===== src/design/b2da_pkg.sv =====
// ----------------------------------------------------------------------------
// b2da_pkg: shared definitions for the binary to decimal ASCII converter
// Widths, constants and the double-dabble step used by the pipeline stages.
// ----------------------------------------------------------------------------
package b2da_pkg;

  localparam int BIN_W           = 32;
  localparam int DIGIT_W         = 6;
  localparam int NIB_W           = 4;
  localparam int U32_DIGITS      = 10;
  localparam int BCD_W           = U32_DIGITS * NIB_W;
  localparam int DEF_MAX_DIGITS  = 10;
  localparam int STEPS_PER_STAGE = 4;
  localparam int NUM_STAGES      = BIN_W / STEPS_PER_STAGE;
  localparam int TOP_W           = 4;

  localparam logic [DIGIT_W-1:0] ASCII_ZERO   = 6'd48;
  localparam logic [NIB_W-1:0]   ADD3_LIMIT   = 4'd5;
  localparam logic [NIB_W-1:0]   ADD3_VALUE   = 4'd3;

  typedef struct packed {
    logic [BCD_W-1:0] bcd;
    logic [BIN_W-1:0] bin;
  } dab_t;

  // One shift-and-add-3 step: correct every BCD nibble, then shift the
  // next binary bit into the BCD field.
  function automatic dab_t dab_step(input dab_t s);
    dab_t r;
    logic [NIB_W-1:0] nib;
    r = s;
    for (int i = 0; i < U32_DIGITS; i++) begin
      nib = s.bcd[i*NIB_W +: NIB_W];
      if (nib >= ADD3_LIMIT) begin
        r.bcd[i*NIB_W +: NIB_W] = nib + ADD3_VALUE;
      end
    end
    r = dab_t'({r.bcd, r.bin} << 1);
    return r;
  endfunction

endpackage


===== src/design/b2da_value_if.sv =====
// ----------------------------------------------------------------------------
// b2da_value_if: channel carrying one binary value per beat
// Valid/ready handshake with a 32-bit unsigned payload.
// ----------------------------------------------------------------------------
interface b2da_value_if;
  import b2da_pkg::*;

  logic             valid;
  logic             ready;
  logic [BIN_W-1:0] value;

  modport source (output valid, output value, input ready);
  modport sink   (input valid, input value, output ready);
endinterface


===== src/design/b2da_digit_if.sv =====
// ----------------------------------------------------------------------------
// b2da_digit_if: channel carrying one ASCII digit per beat
// Valid/ready handshake with the digit code and an end-of-run flag.
// ----------------------------------------------------------------------------
interface b2da_digit_if;
  import b2da_pkg::*;

  logic               valid;
  logic               ready;
  logic [DIGIT_W-1:0] ascii_digit;
  logic               last;

  modport source (output valid, output ascii_digit, output last, input ready);
  modport sink   (input valid, input ascii_digit, input last, output ready);
endinterface


===== src/design/b2da_dabble_stage.sv =====
// ----------------------------------------------------------------------------
// b2da_dabble_stage: one register stage of the double-dabble pipeline
// Applies a fixed number of shift-and-add-3 steps and registers the result.
// ----------------------------------------------------------------------------
module b2da_dabble_stage (
  input  logic          clk,
  input  logic          rst,
  input  logic          in_valid,
  output logic          in_ready,
  input  b2da_pkg::dab_t in_data,
  output logic          out_valid,
  input  logic          out_ready,
  output b2da_pkg::dab_t out_data
);
  import b2da_pkg::*;

  logic valid;
  dab_t data;
  dab_t data_next;

  always_comb begin
    data_next = in_data;
    for (int s = 0; s < STEPS_PER_STAGE; s++) begin
      data_next = dab_step(data_next);
    end
  end

  // The stage takes a new beat whenever it is empty or its content leaves.
  assign in_ready = !valid || out_ready;

  always_ff @(posedge clk) begin
    if (rst) begin
      valid <= 1'b0;
    end else if (in_ready) begin
      valid <= in_valid;
    end
  end

  always_ff @(posedge clk) begin
    if (in_ready && in_valid) begin
      data <= data_next;
    end
  end

  assign out_valid = valid;
  assign out_data  = data;

endmodule


===== src/design/b2da_serializer.sv =====
// ----------------------------------------------------------------------------
// b2da_serializer: digit counter and character output
// Finds the significant digit count and sends one ASCII digit per beat.
// ----------------------------------------------------------------------------
module b2da_serializer #(
  parameter int MAX_DIGITS = b2da_pkg::DEF_MAX_DIGITS
) (
  input  logic                      clk,
  input  logic                      rst,
  input  logic                      in_valid,
  output logic                      in_ready,
  input  logic [b2da_pkg::BCD_W-1:0] in_bcd,
  b2da_digit_if.source              digit
);
  import b2da_pkg::*;

  localparam int LIM   = (MAX_DIGITS < 1) ? 1 :
                         ((MAX_DIGITS > U32_DIGITS) ? U32_DIGITS : MAX_DIGITS);
  localparam int IDX_W = (LIM > 1) ? $clog2(LIM) : 1;
  localparam logic [TOP_W-1:0] TOP_MAX = TOP_W'(LIM - 1);

  logic                 busy;
  logic [IDX_W-1:0]     idx;
  logic [IDX_W-1:0]     idx_next;
  logic [NIB_W-1:0]     dig [LIM];
  logic [TOP_W-1:0]     top;
  logic                 load;
  logic                 send;
  logic                 at_last;

  // Position of the most significant nonzero digit; zero gives position 0.
  always_comb begin
    top = '0;
    for (int i = 0; i < U32_DIGITS; i++) begin
      if (in_bcd[i*NIB_W +: NIB_W] != '0) begin
        top = TOP_W'(i);
      end
    end
  end

  // Digits above the register size are dropped.
  assign idx_next = (top > TOP_MAX) ? IDX_W'(TOP_MAX) : IDX_W'(top);

  assign at_last  = (idx == '0);
  assign send     = digit.valid && digit.ready;
  assign in_ready = !busy || (digit.ready && at_last);
  assign load     = in_valid && in_ready;

  always_ff @(posedge clk) begin
    if (rst) begin
      busy <= 1'b0;
    end else if (load) begin
      busy <= 1'b1;
    end else if (send && at_last) begin
      busy <= 1'b0;
    end
  end

  always_ff @(posedge clk) begin
    if (load) begin
      idx <= idx_next;
      for (int i = 0; i < LIM; i++) begin
        dig[i] <= in_bcd[i*NIB_W +: NIB_W];
      end
    end else if (send) begin
      idx <= idx - IDX_W'(1);
    end
  end

  assign digit.valid       = busy;
  assign digit.ascii_digit = ASCII_ZERO | {{(DIGIT_W-NIB_W){1'b0}}, dig[idx]};
  assign digit.last        = at_last;

endmodule


===== src/design/binary_to_decimal_ascii.sv =====
// ----------------------------------------------------------------------------
// binary_to_decimal_ascii: unsigned 32-bit binary to decimal ASCII digits
// Double-dabble pipeline followed by a digit serializer.
// ----------------------------------------------------------------------------
// Each beat on the number channel carries an unsigned 32-bit value; the
// block answers with its decimal digits as ASCII codes '0' to '9' on the
// digit channel, most significant first, leading zeros suppressed, one
// digit per beat, with last set on the units digit. Zero gives a single
// '0'. Only the MAX_DIGITS least significant digits are sent when the
// number is longer. The conversion runs through eight register stages of
// four shift-and-add-3 steps each, and a new value may enter the pipeline
// in every cycle unless the digit output holds back the stages. The
// serializer sends one digit per cycle while the digit channel is ready,
// and takes the next value as the units digit of the current one leaves,
// so the single digit output sets the sustained rate, while later values
// wait in the pipeline stages. No state is kept between values.
module binary_to_decimal_ascii #(
  parameter int MAX_DIGITS = b2da_pkg::DEF_MAX_DIGITS
) (
  input  logic         clk,
  input  logic         rst,
  b2da_value_if.sink   number,
  b2da_digit_if.source digit
);
  import b2da_pkg::*;

  // Handshake and payload between consecutive stages; index 0 is the input.
  logic stg_valid [NUM_STAGES+1];
  logic stg_ready [NUM_STAGES+1];
  dab_t stg_data  [NUM_STAGES+1];

  assign stg_valid[0] = number.valid;
  assign number.ready = stg_ready[0];
  assign stg_data[0]  = '{bcd: '0, bin: number.value};

  for (genvar g = 0; g < NUM_STAGES; g++) begin : g_stage
    b2da_dabble_stage u_stage (
      .clk       (clk),
      .rst       (rst),
      .in_valid  (stg_valid[g]),
      .in_ready  (stg_ready[g]),
      .in_data   (stg_data[g]),
      .out_valid (stg_valid[g+1]),
      .out_ready (stg_ready[g+1]),
      .out_data  (stg_data[g+1])
    );
  end

  // After all shifts the BCD field holds the full decimal value.
  b2da_serializer #(
    .MAX_DIGITS (MAX_DIGITS)
  ) u_serializer (
    .clk      (clk),
    .rst      (rst),
    .in_valid (stg_valid[NUM_STAGES]),
    .in_ready (stg_ready[NUM_STAGES]),
    .in_bcd   (stg_data[NUM_STAGES].bcd),
    .digit    (digit)
  );

endmodule


===== src/flat_wrapper.sv =====
// flat-port wrapper written by rule: the top's interface ports become plain ports
module binary_to_decimal_ascii_flat import b2da_pkg::*;
#(
  parameter int MAX_DIGITS = b2da_pkg::DEF_MAX_DIGITS
)
  (clk, rst, number_valid, number_value, number_ready, digit_valid, digit_ascii_digit, digit_last, digit_ready);
  b2da_value_if number_i ();
  b2da_digit_if digit_i ();
  input  logic clk;
  input  logic rst;
  input wire logic [$bits(number_i.valid)-1:0] number_valid;
  input wire logic [$bits(number_i.value)-1:0] number_value;
  output wire logic [$bits(number_i.ready)-1:0] number_ready;
  output wire logic [$bits(digit_i.valid)-1:0] digit_valid;
  output wire logic [$bits(digit_i.ascii_digit)-1:0] digit_ascii_digit;
  output wire logic [$bits(digit_i.last)-1:0] digit_last;
  input wire logic [$bits(digit_i.ready)-1:0] digit_ready;
  assign number_i.valid = number_valid;
  assign number_i.value = number_value;
  assign number_ready = number_i.ready;
  assign digit_valid = digit_i.valid;
  assign digit_ascii_digit = digit_i.ascii_digit;
  assign digit_last = digit_i.last;
  assign digit_i.ready = digit_ready;
  binary_to_decimal_ascii #(.MAX_DIGITS(MAX_DIGITS)) u_core (.clk(clk), .rst(rst), .number(number_i), .digit(digit_i));
endmodule

===== config.mk =====
export PLATFORM = sky130hd
export DESIGN_NAME = binary_to_decimal_ascii_flat
export DESIGN_NICKNAME = d
export VERILOG_FILES = /design/src/design/b2da_pkg.sv /design/src/design/b2da_value_if.sv /design/src/design/b2da_digit_if.sv /design/src/design/b2da_dabble_stage.sv /design/src/design/b2da_serializer.sv /design/src/design/binary_to_decimal_ascii.sv /design/src/flat_wrapper.sv
export SDC_FILE = /design/constraint.sdc
export NUM_CORES = 1
export LEC_CHECK = 0
export BUFFER_PORTS_ARGS = -buffer_cell sky130_fd_sc_hd__buf_4
export CAP_MARGIN = 20
export CELL_PAD_IN_SITES_DETAIL_PLACEMENT = 0
export CELL_PAD_IN_SITES_GLOBAL_PLACEMENT = 1
export CORE_MARGIN = 2
export CORE_UTILIZATION = 45
export CTS_CLUSTER_DIAMETER = 150
export DETAILED_ROUTE_END_ITERATION = 7
export PLACE_DENSITY_LB_ADDON = 0.1
export RECOVER_POWER = 50
export SLEW_MARGIN = 10
export SYNTH_ARGS = -nofsm -noshare
export SYNTH_HDL_FRONTEND = slang
export SYNTH_SLANG_ARGS = --single-unit

===== constraint.sdc =====
create_clock -name clk -period 11.9 [get_ports clk]
set_clock_uncertainty 0.15 [all_clocks]
set_input_delay 1.19 -clock clk [delete_from_list [all_inputs] [get_ports clk]]
set_output_delay 1.19 -clock clk [all_outputs]
set_load 0.005 [all_outputs]

==> flow_summary.ini, run 1 <==
[job]
maxCapViolations = 3

[yosys]
avgSynthCellArea_um2 = 9.315
async_flop_share_pct = 0
synth.area.top_cells = edfxtp_1, ha_1, a21oi_1
yosys_most_used_dff = edfxtp_1
yosysWarnings = 0
synth_area_mm2 = 0.02755
synth_top_area_cell = edfxtp_1
yosysMostFrequentCell = edfxtp_1
ys_seq_area_share_pct = 38.11
netlist_instances = 2958
synth_edf_count = 341
synth_commonest_cells = edfxtp_1, a21oi_1, o21ai_0, nor2_1, nand2_1
synth_cell_types = 103
synth_seq_cells = 354
synth_top_area_share_pct = 37.16

[timing]
tightest_slew_ns = 2.240
setup_viol = 0
max_freq_ghz = 0.2010
rsz0062_at_grt = false
timing.final.crit_period_ns = 4.975
period_share_pct = 41.81
finalHoldViolCount = 0
tns_ns = 0
slew_headroom_pct = -49.35
drv_slew = 124
timing.hold.ws_ns = 0.2595

[worst_setup_path]
arrival_ns = 3.64
cp-start-kind = flop
setup.worst_path.start = u_core.u_serializer.idx[0]$_DFFE_PN_
end_kind = output pin
worst-setup-path-type = reg -> out
worstRegToRegCells = 13
reg2reg_from = u_core.g_stage[5].u_stage.out_data[44]$_DFFE_PP_
required_ns = 10.56
crit_fanout = 6

[status]
outcome = finished, violations left
violations = capacitance limit, slew limit

[route]
drtIter0Drc = 1112
first_pass_iters = 5
drc = 0
wl_per_cell_um = 14.29
avgViaCountPerCell = 5.739
wirelength_um = 54340
ant_nets = 0
vias = 21830

[place]
place.gp.congestion = 0.8056
placedCellCount = 3722
dpl.hpwl_um = 39920
io_buffers = 42

[clocking]
postCtsHoldBufs = 0
cts_resized = 0
clk_pin_slew_ns = 0.07
tritoncts = yes
clk-insertion-delay-late_ns = 0.58
htreeDepth = 2
clock_tree.root_cell = clkbuf_16
cts_made_buffers = 42
clock_path_buffers = 3
cts_setup_buffers = 0
clock-sinks = 354

[hold_path]
hp-start = u_core.g_stage[5].u_stage.out_data[28]$_DFFE_PP_
min_path_type = reg -> reg
hold_depth = 0

[layout]
nets = 3167
stdcell_count = 3804
area_growth_pct = 9.377
drive_gt1_share_pct = 10.16
layout.area.seq_mm2 = 0.01050
fin_util_pct = 49.84
multi_input_area_mm2 = 0.01615
num_antenna_cells = 0
num-fill-cells = 5491

[grt]
use_met2_pct = 31.63
grt_pass1_wl_um = 93660
globalRouteMet1Util_pct = 20.47
grt_antenna_before_repair = 0
top_usage_layer = met2
overflow = 0
met3_usage_pct = 2.177
grt_start_max_net_pins = 43
grt_pass1_vias = 20770
grt_use_total_pct = 17.04

[power]
p_per_area_mw_per_mm2 = 132.8
leakagePower_uw = 0.01096
ir_worst_vdd_mv = 0.1224

[die]
die-area_mm2 = 0.06322
die_x_um = 251.4
die_y_um = 251.4
start_util_pct = 45.56
io-pin-count = 45
num_rows = 90
core-area_mm2 = 0.06047
[final cells by class]
cell class	count	share of cell area, %
clock inverters	27	0.8760
multi-input cells	2349	53.60
clock buffers	50	3.654
inverters	182	2.267
repair buffers	60	1.520
flip-flops and latches	354	34.84
well taps	782	3.247
[metal layers]
metal	vias to the layer above	wire [um]
met5	-	0
met4	0	1310
met3	80	1428
met2	262	27420
met1	10220	24180
li1	11260	-
[flip-flops by register name (all words and copies together), names as in the netlist, named ones only]
signal	flops
u_core.u_serializer.idx	4
u_core.u_serializer.dig	40
u_core.g_stage.u_stage.out_valid	8
u_core.u_serializer.digit.valid	1
u_core.g_stage.u_stage.out_data	297
[worst max-delay path, cell delays in order, from the launching register on]
cell and delay [ns]:
edfxtp_1 0.37, inv_1 0.07, ha_1 0.21, nor3b_1 0.15
a21boi_0 0.60, and3_1 0.44, and3_1 0.42, and3_1 0.47
nand3_1 0.16, buf_4 0.17
[cells in the final DEF (no fill, tap or decap), types with 15 or more instances in the layout]
cell       Yosys  layout
a21boi_0      19      15
nor2_1       211     211
a21oi_2       20      18
xor2_1        27      27
a21oi_1      307     309
nor3b_1       40      40
or3_1         19      19
nor2b_1       40      38
ha_1         142     142
a31oi_1       65      64
a22oi_1       17      17
mux2i_1       92      92
o21ai_1       33      33
xnor2_1      136     136
clkbuf_16      0      42
nor3_1        64      64
a31o_2        23      23
buf_4          2      18
nand3_1       51      51
a211oi_1      44      44
a21o_1        37      37
inv_1        175     175
clkbuf_4       0      31
edfxtp_1     341     341
o21a_1        31      31
nand2_1      178     178
nand2b_1      72      72
o21ai_0      249     249
o211ai_1      25      25
o22ai_1       42      42
mux2_2        75      74
[final timing paths]
kind / slack (ns) / endpoint
worst max-delay path: 6.92 / number_ready
worst min-delay path: 0.26 / u_core.g_stage[6].u_stage.out_data[32]$_DFFE_PP_
worst max register to register: 7.40 / u_core.g_stage[6].u_stage.out_data[52]$_DFFE_PP_
worst min register to register: 0.26 / u_core.g_stage[6].u_stage.out_data[32]$_DFFE_PP_
[stage by stage]
step	power (uW)	instance area (um^2)	worst slack, ns
floorplan	2526	27560	6.641
global placement	2710	28730	6.964
detailed placement	2759	28770	6.958
CTS	4056	30130	6.805
global route	4271	30140	6.635
finish	4001	30140	6.925
[power by group]
part / internal [uW] / leakage (uW) / switching (uW) / total (uW)
Sequential: 1460 / 0.00322 / 29.2 / 1490
Clock: 720 / 0.000653 / 544 / 1260
Combinational: 524 / 0.00709 / 725 / 1250
Total: 2700 / 0.0110 / 1300 / 4000
[cells by family after synthesis]
family | count (synthesis) | share of synthesized area [%]
other cells | 1 | 0.01361
buf+inv | 256 | 3.528
compound gates | 1086 | 25.10
flops | 354 | 38.11
simple gates | 764 | 13.70
xor+xnor | 172 | 5.713
mux | 178 | 7.207
fa+ha+maj | 147 | 6.630
(Power assumes the default switching activity.)
==> run 2, diff against run 1 <==
--- a/config.mk
+++ b/config.mk
@@ -5,12 +5,13 @@
 export SDC_FILE = /design/constraint.sdc
 export NUM_CORES = 1
 export LEC_CHECK = 0
+export ABC_AREA = 1
 export BUFFER_PORTS_ARGS = -buffer_cell sky130_fd_sc_hd__buf_4
 export CAP_MARGIN = 20
 export CELL_PAD_IN_SITES_DETAIL_PLACEMENT = 0
 export CELL_PAD_IN_SITES_GLOBAL_PLACEMENT = 1
 export CORE_MARGIN = 2
-export CORE_UTILIZATION = 45
+export CORE_UTILIZATION = 44
 export CTS_CLUSTER_DIAMETER = 150
 export DETAILED_ROUTE_END_ITERATION = 7
 export PLACE_DENSITY_LB_ADDON = 0.1
==> constraint.sdc (replaced) <==
create_clock -name clk -period 4.4 [get_ports clk]
set_clock_uncertainty 0.15 [all_clocks]
set_input_delay 0.44 -clock clk [delete_from_list [all_inputs] [get_ports clk]]
set_output_delay 0.44 -clock clk [all_outputs]
set_load 0.005 [all_outputs]
==> run 2 against run 1 <==
The flow still finishes with violations (capacitance limit, slew limit). Critical path type unchanged. Hold slack worse by 0.16 ns. Largest power group is now combinational cells. Cell count grew 15%. Worst setup slack worse by 6.4 ns. Core utilization is 0.094 points lower. Clock power grew to 2.9 times the previous value. Clock-buffer cell count decreased by 4. First-iteration DRC count decreased by 39%. Synthesized cell count up 16%. Final area down 3.0%. Largest cell class unchanged. Non-clock buffer count rose by 23. Area after synthesis down 5.2%.
==> flow_summary.ini, run 2 <==
[status]
outcome = finished, violations left
violations = capacitance limit, slew limit

[route]
ant_nets = 0
first_pass_iters = 5
drc = 0
wl_per_cell_um = 10.40
avgViaCountPerCell = 4.797
wirelength_um = 45340
drtIter0Drc = 673
vias = 20920

[layout]
layout_commonest_cell = nand2_1
mostFrequentLayoutCells = nand2_1, inv_1, nand3_1
drive_gt1_share_pct = 10.03
stdcell_count = 4361
stdcell_area_mm2 = 0.02925
num_antenna_cells = 0
area_growth_pct = 11.98
nets = 3733
largest_reg_flops = 297

[clocking]
clk_pin_slew_ns = 0.06
tritoncts = yes
clock_path_buffers = 3
htreeDepth = 2
cts_made_buffers = 41
clk-insertion-delay-late_ns = 0.58
clock_tree.root_cell = clkbuf_16
cts_setup_buffers = 0
clock-sinks = 354

[yosys]
yosys_most_used_dff = edfxtp_1
synth_seq_cells = 354
synth.area.top_cells = edfxtp_1, nand2_1, inv_1
avgSynthCellArea_um2 = 7.601
synth_cell_types = 52
synth_top_area_share_pct = 39.21
yosysMostFrequentCell = nand2_1
netlist_instances = 3436
yosysWarnings = 0
ys_seq_area_share_pct = 40.20
synth_commonest_cells = nand2_1, inv_1, nand3_1, edfxtp_1, ha_1
synth_edf_count = 341
synth_area_mm2 = 0.02612
synth_top_area_cell = edfxtp_1
async_flop_share_pct = 0

[worst_setup_path]
slowest_stage = nor2_1
required_ns = 3.81
cpPeakStageDelay_ns = 0.38
critical_path.top_delay_family = simple AND/OR/NAND/NOR gates
worst-setup-path-type = reg -> out
end_kind = output pin
cp-start-kind = flop
crit_fanout = 4
path_cells = inv_1, ha_1, inv_1, nor3_1, nand2_1, nand2_1, nor2_1, inv_1, nor2_1, inv_1, nor2_1, nand2_1, nor2_1, nand2_1, nor2_1, nand2_1, buf_4
arrival_ns = 3.28
cp.buffers_inverters = 5

[grt]
overflow = 0
globalRouteMet1Util_pct = 16.31
met3_usage_pct = 2.476
grt_antenna_before_repair = 0
top_usage_layer = met2
grt_pass1_vias = 20070
grt_start_max_net_pins = 41
grt_pass1_wl_um = 81080
use_met2_pct = 30.39
grt_use_total_pct = 15.25

[power]
p_per_area_mw_per_mm2 = 542.3
combPwrFrac_pct = 48.1
intPower_uw = 9365
leakagePower_uw = 0.01486
ir_worst_vdd_mv = 0.6569
total_power_uw = 15860
p_clk_share_pct = 23.2
power.switching_uw = 6496
netSwitchingFraction_pct = 40.96
power_frac_seq_pct = 28.6

[timing]
max_freq_ghz = 0.2585
slew_headroom_pct = -37.07
setup_viol = 0
finalHoldViolCount = 0
timing.final.crit_period_ns = 3.868
period_share_pct = 87.92
tightest_slew_ns = 2.056
drv_slew = 64
rsz0062_at_grt = false
tns_ns = 0

[die]
die_y_um = 247.6
die-area_mm2 = 0.06132
core-area_mm2 = 0.05880
io-pin-count = 45
start_util_pct = 44.42
num_rows = 89
die_x_um = 247.6

[place]
io_buffers = 42
place.gp.congestion = 0.8042
placedCellCount = 4251
place_area_mm2 = 0.02746
dpl.hpwl_um = 36070

[hold_path]
min_path_type = in -> reg

[job]
maxCapViolations = 2
run 2: cell types whose count changed after synthesis, sizes merged, moves of 76 or more:
cell / previous run / this run
xnor2: 143 / 11
mux2i: 93 / 12
o21ai: 285 / 190
nor2: 212 / 64
a21oi: 330 / 53
mux2: 77 / 0
inv: 181 / 618
nand2: 179 / 1317
nand4: 7 / 83
nand3: 51 / 399
run 2: final cells by class:
type | count | area (um^2)
clock buffers | 46 | 1065
clock inverters | 30 | 424.2
fillers | 5547 | 29550
inverters | 618 | 2320
multi-input cells | 2457 | 13280
flip-flops and latches | 354 | 10500
well taps | 773 | 967.2
repair buffers | 83 | 690.7
run 2: power by group through the flow:
stage / registers [uW] / clock network [uW] / logic, uW
final: 4540 / 3690 / 7640
after global routing: 4560 / 3940 / 9070
after CTS: 4540 / 3820 / 7730
after detailed placement: 4610 / 0 / 7660
after global placement: 4610 / 0 / 7430
after floorplan: 4580 / 0 / 6410
run 2: stage by stage:
step / util, % / setup slack (ns) / hold slack [ns]
after floorplan: - / 0.4357 / 0.2503
after global placement: 46.71 / 0.9095 / 0.2508
after detailed placement: 46.71 / 0.7140 / 0.2545
after CTS: 49.79 / 0.3145 / 0.02259
after global routing: 49.74 / 0.05814 / 0.1038
final: 49.74 / 0.5316 / 0.09935
run 2: cells by family (layout without fill, tap and decap cells):
logic type      count (synthesis)  after routing  synth area share (%)
fa+ha+maj                     142            142                 6.803
compound gates                305            305                 6.860
flops                         354            354                 40.20
other cells                     1              2               0.01436
buf+inv                       626            777                 9.026
mux                            12             12                0.4599
xor+xnor                       89             89                 3.488
simple gates                 1907           1907                 33.15
run 2: final timing paths:
check / startpoint / to / slack (ns) / cells after the start
min reg2reg: u_core.g_stage[3].u_stage.out_data[22]$_DFFE_PP_ / u_core.g_stage[4].u_stage.out_data[26]$_DFFE_PP_ / 0.26 / 0
min: digit_ready / u_core.u_serializer.digit.valid$_SDFFE_PP0P_ / 0.1 / 4
max reg2reg: u_core.u_serializer.idx[0]$_DFFE_PN_ / u_core.g_stage[5].u_stage.out_data[47]$_DFFE_PP_ / 0.54 / 13
max: u_core.u_serializer.idx[0]$_DFFE_PN_ / number_ready / 0.53 / 17
run 2: what timing repair did:
item / in CTS / in global routing
resized for setup: 0 / 0
hold endpoints to repair: 39 / 0
hold buffers: 32 / 0
run 2: routing by layer:
layer	vias up	wire (um)
met3	55	1100
met2	135	24020
met1	9297	19280
met4	0	937
li1	11430	-
met5	-	0
run 2: worst reg2reg max path: stages, from the launching register on:
cell,delay [ns]
edfxtp_1,0.38
inv_1,0.10
ha_1,0.17
inv_1,0.05
nor3_1,0.19
nand2_1,0.09
nand2_1,0.12
nor2_1,0.06
inv_1,0.09
nor2_1,0.05
inv_1,0.11
nor2_1,0.13
nor2_1,1.39
buf_4,0.47
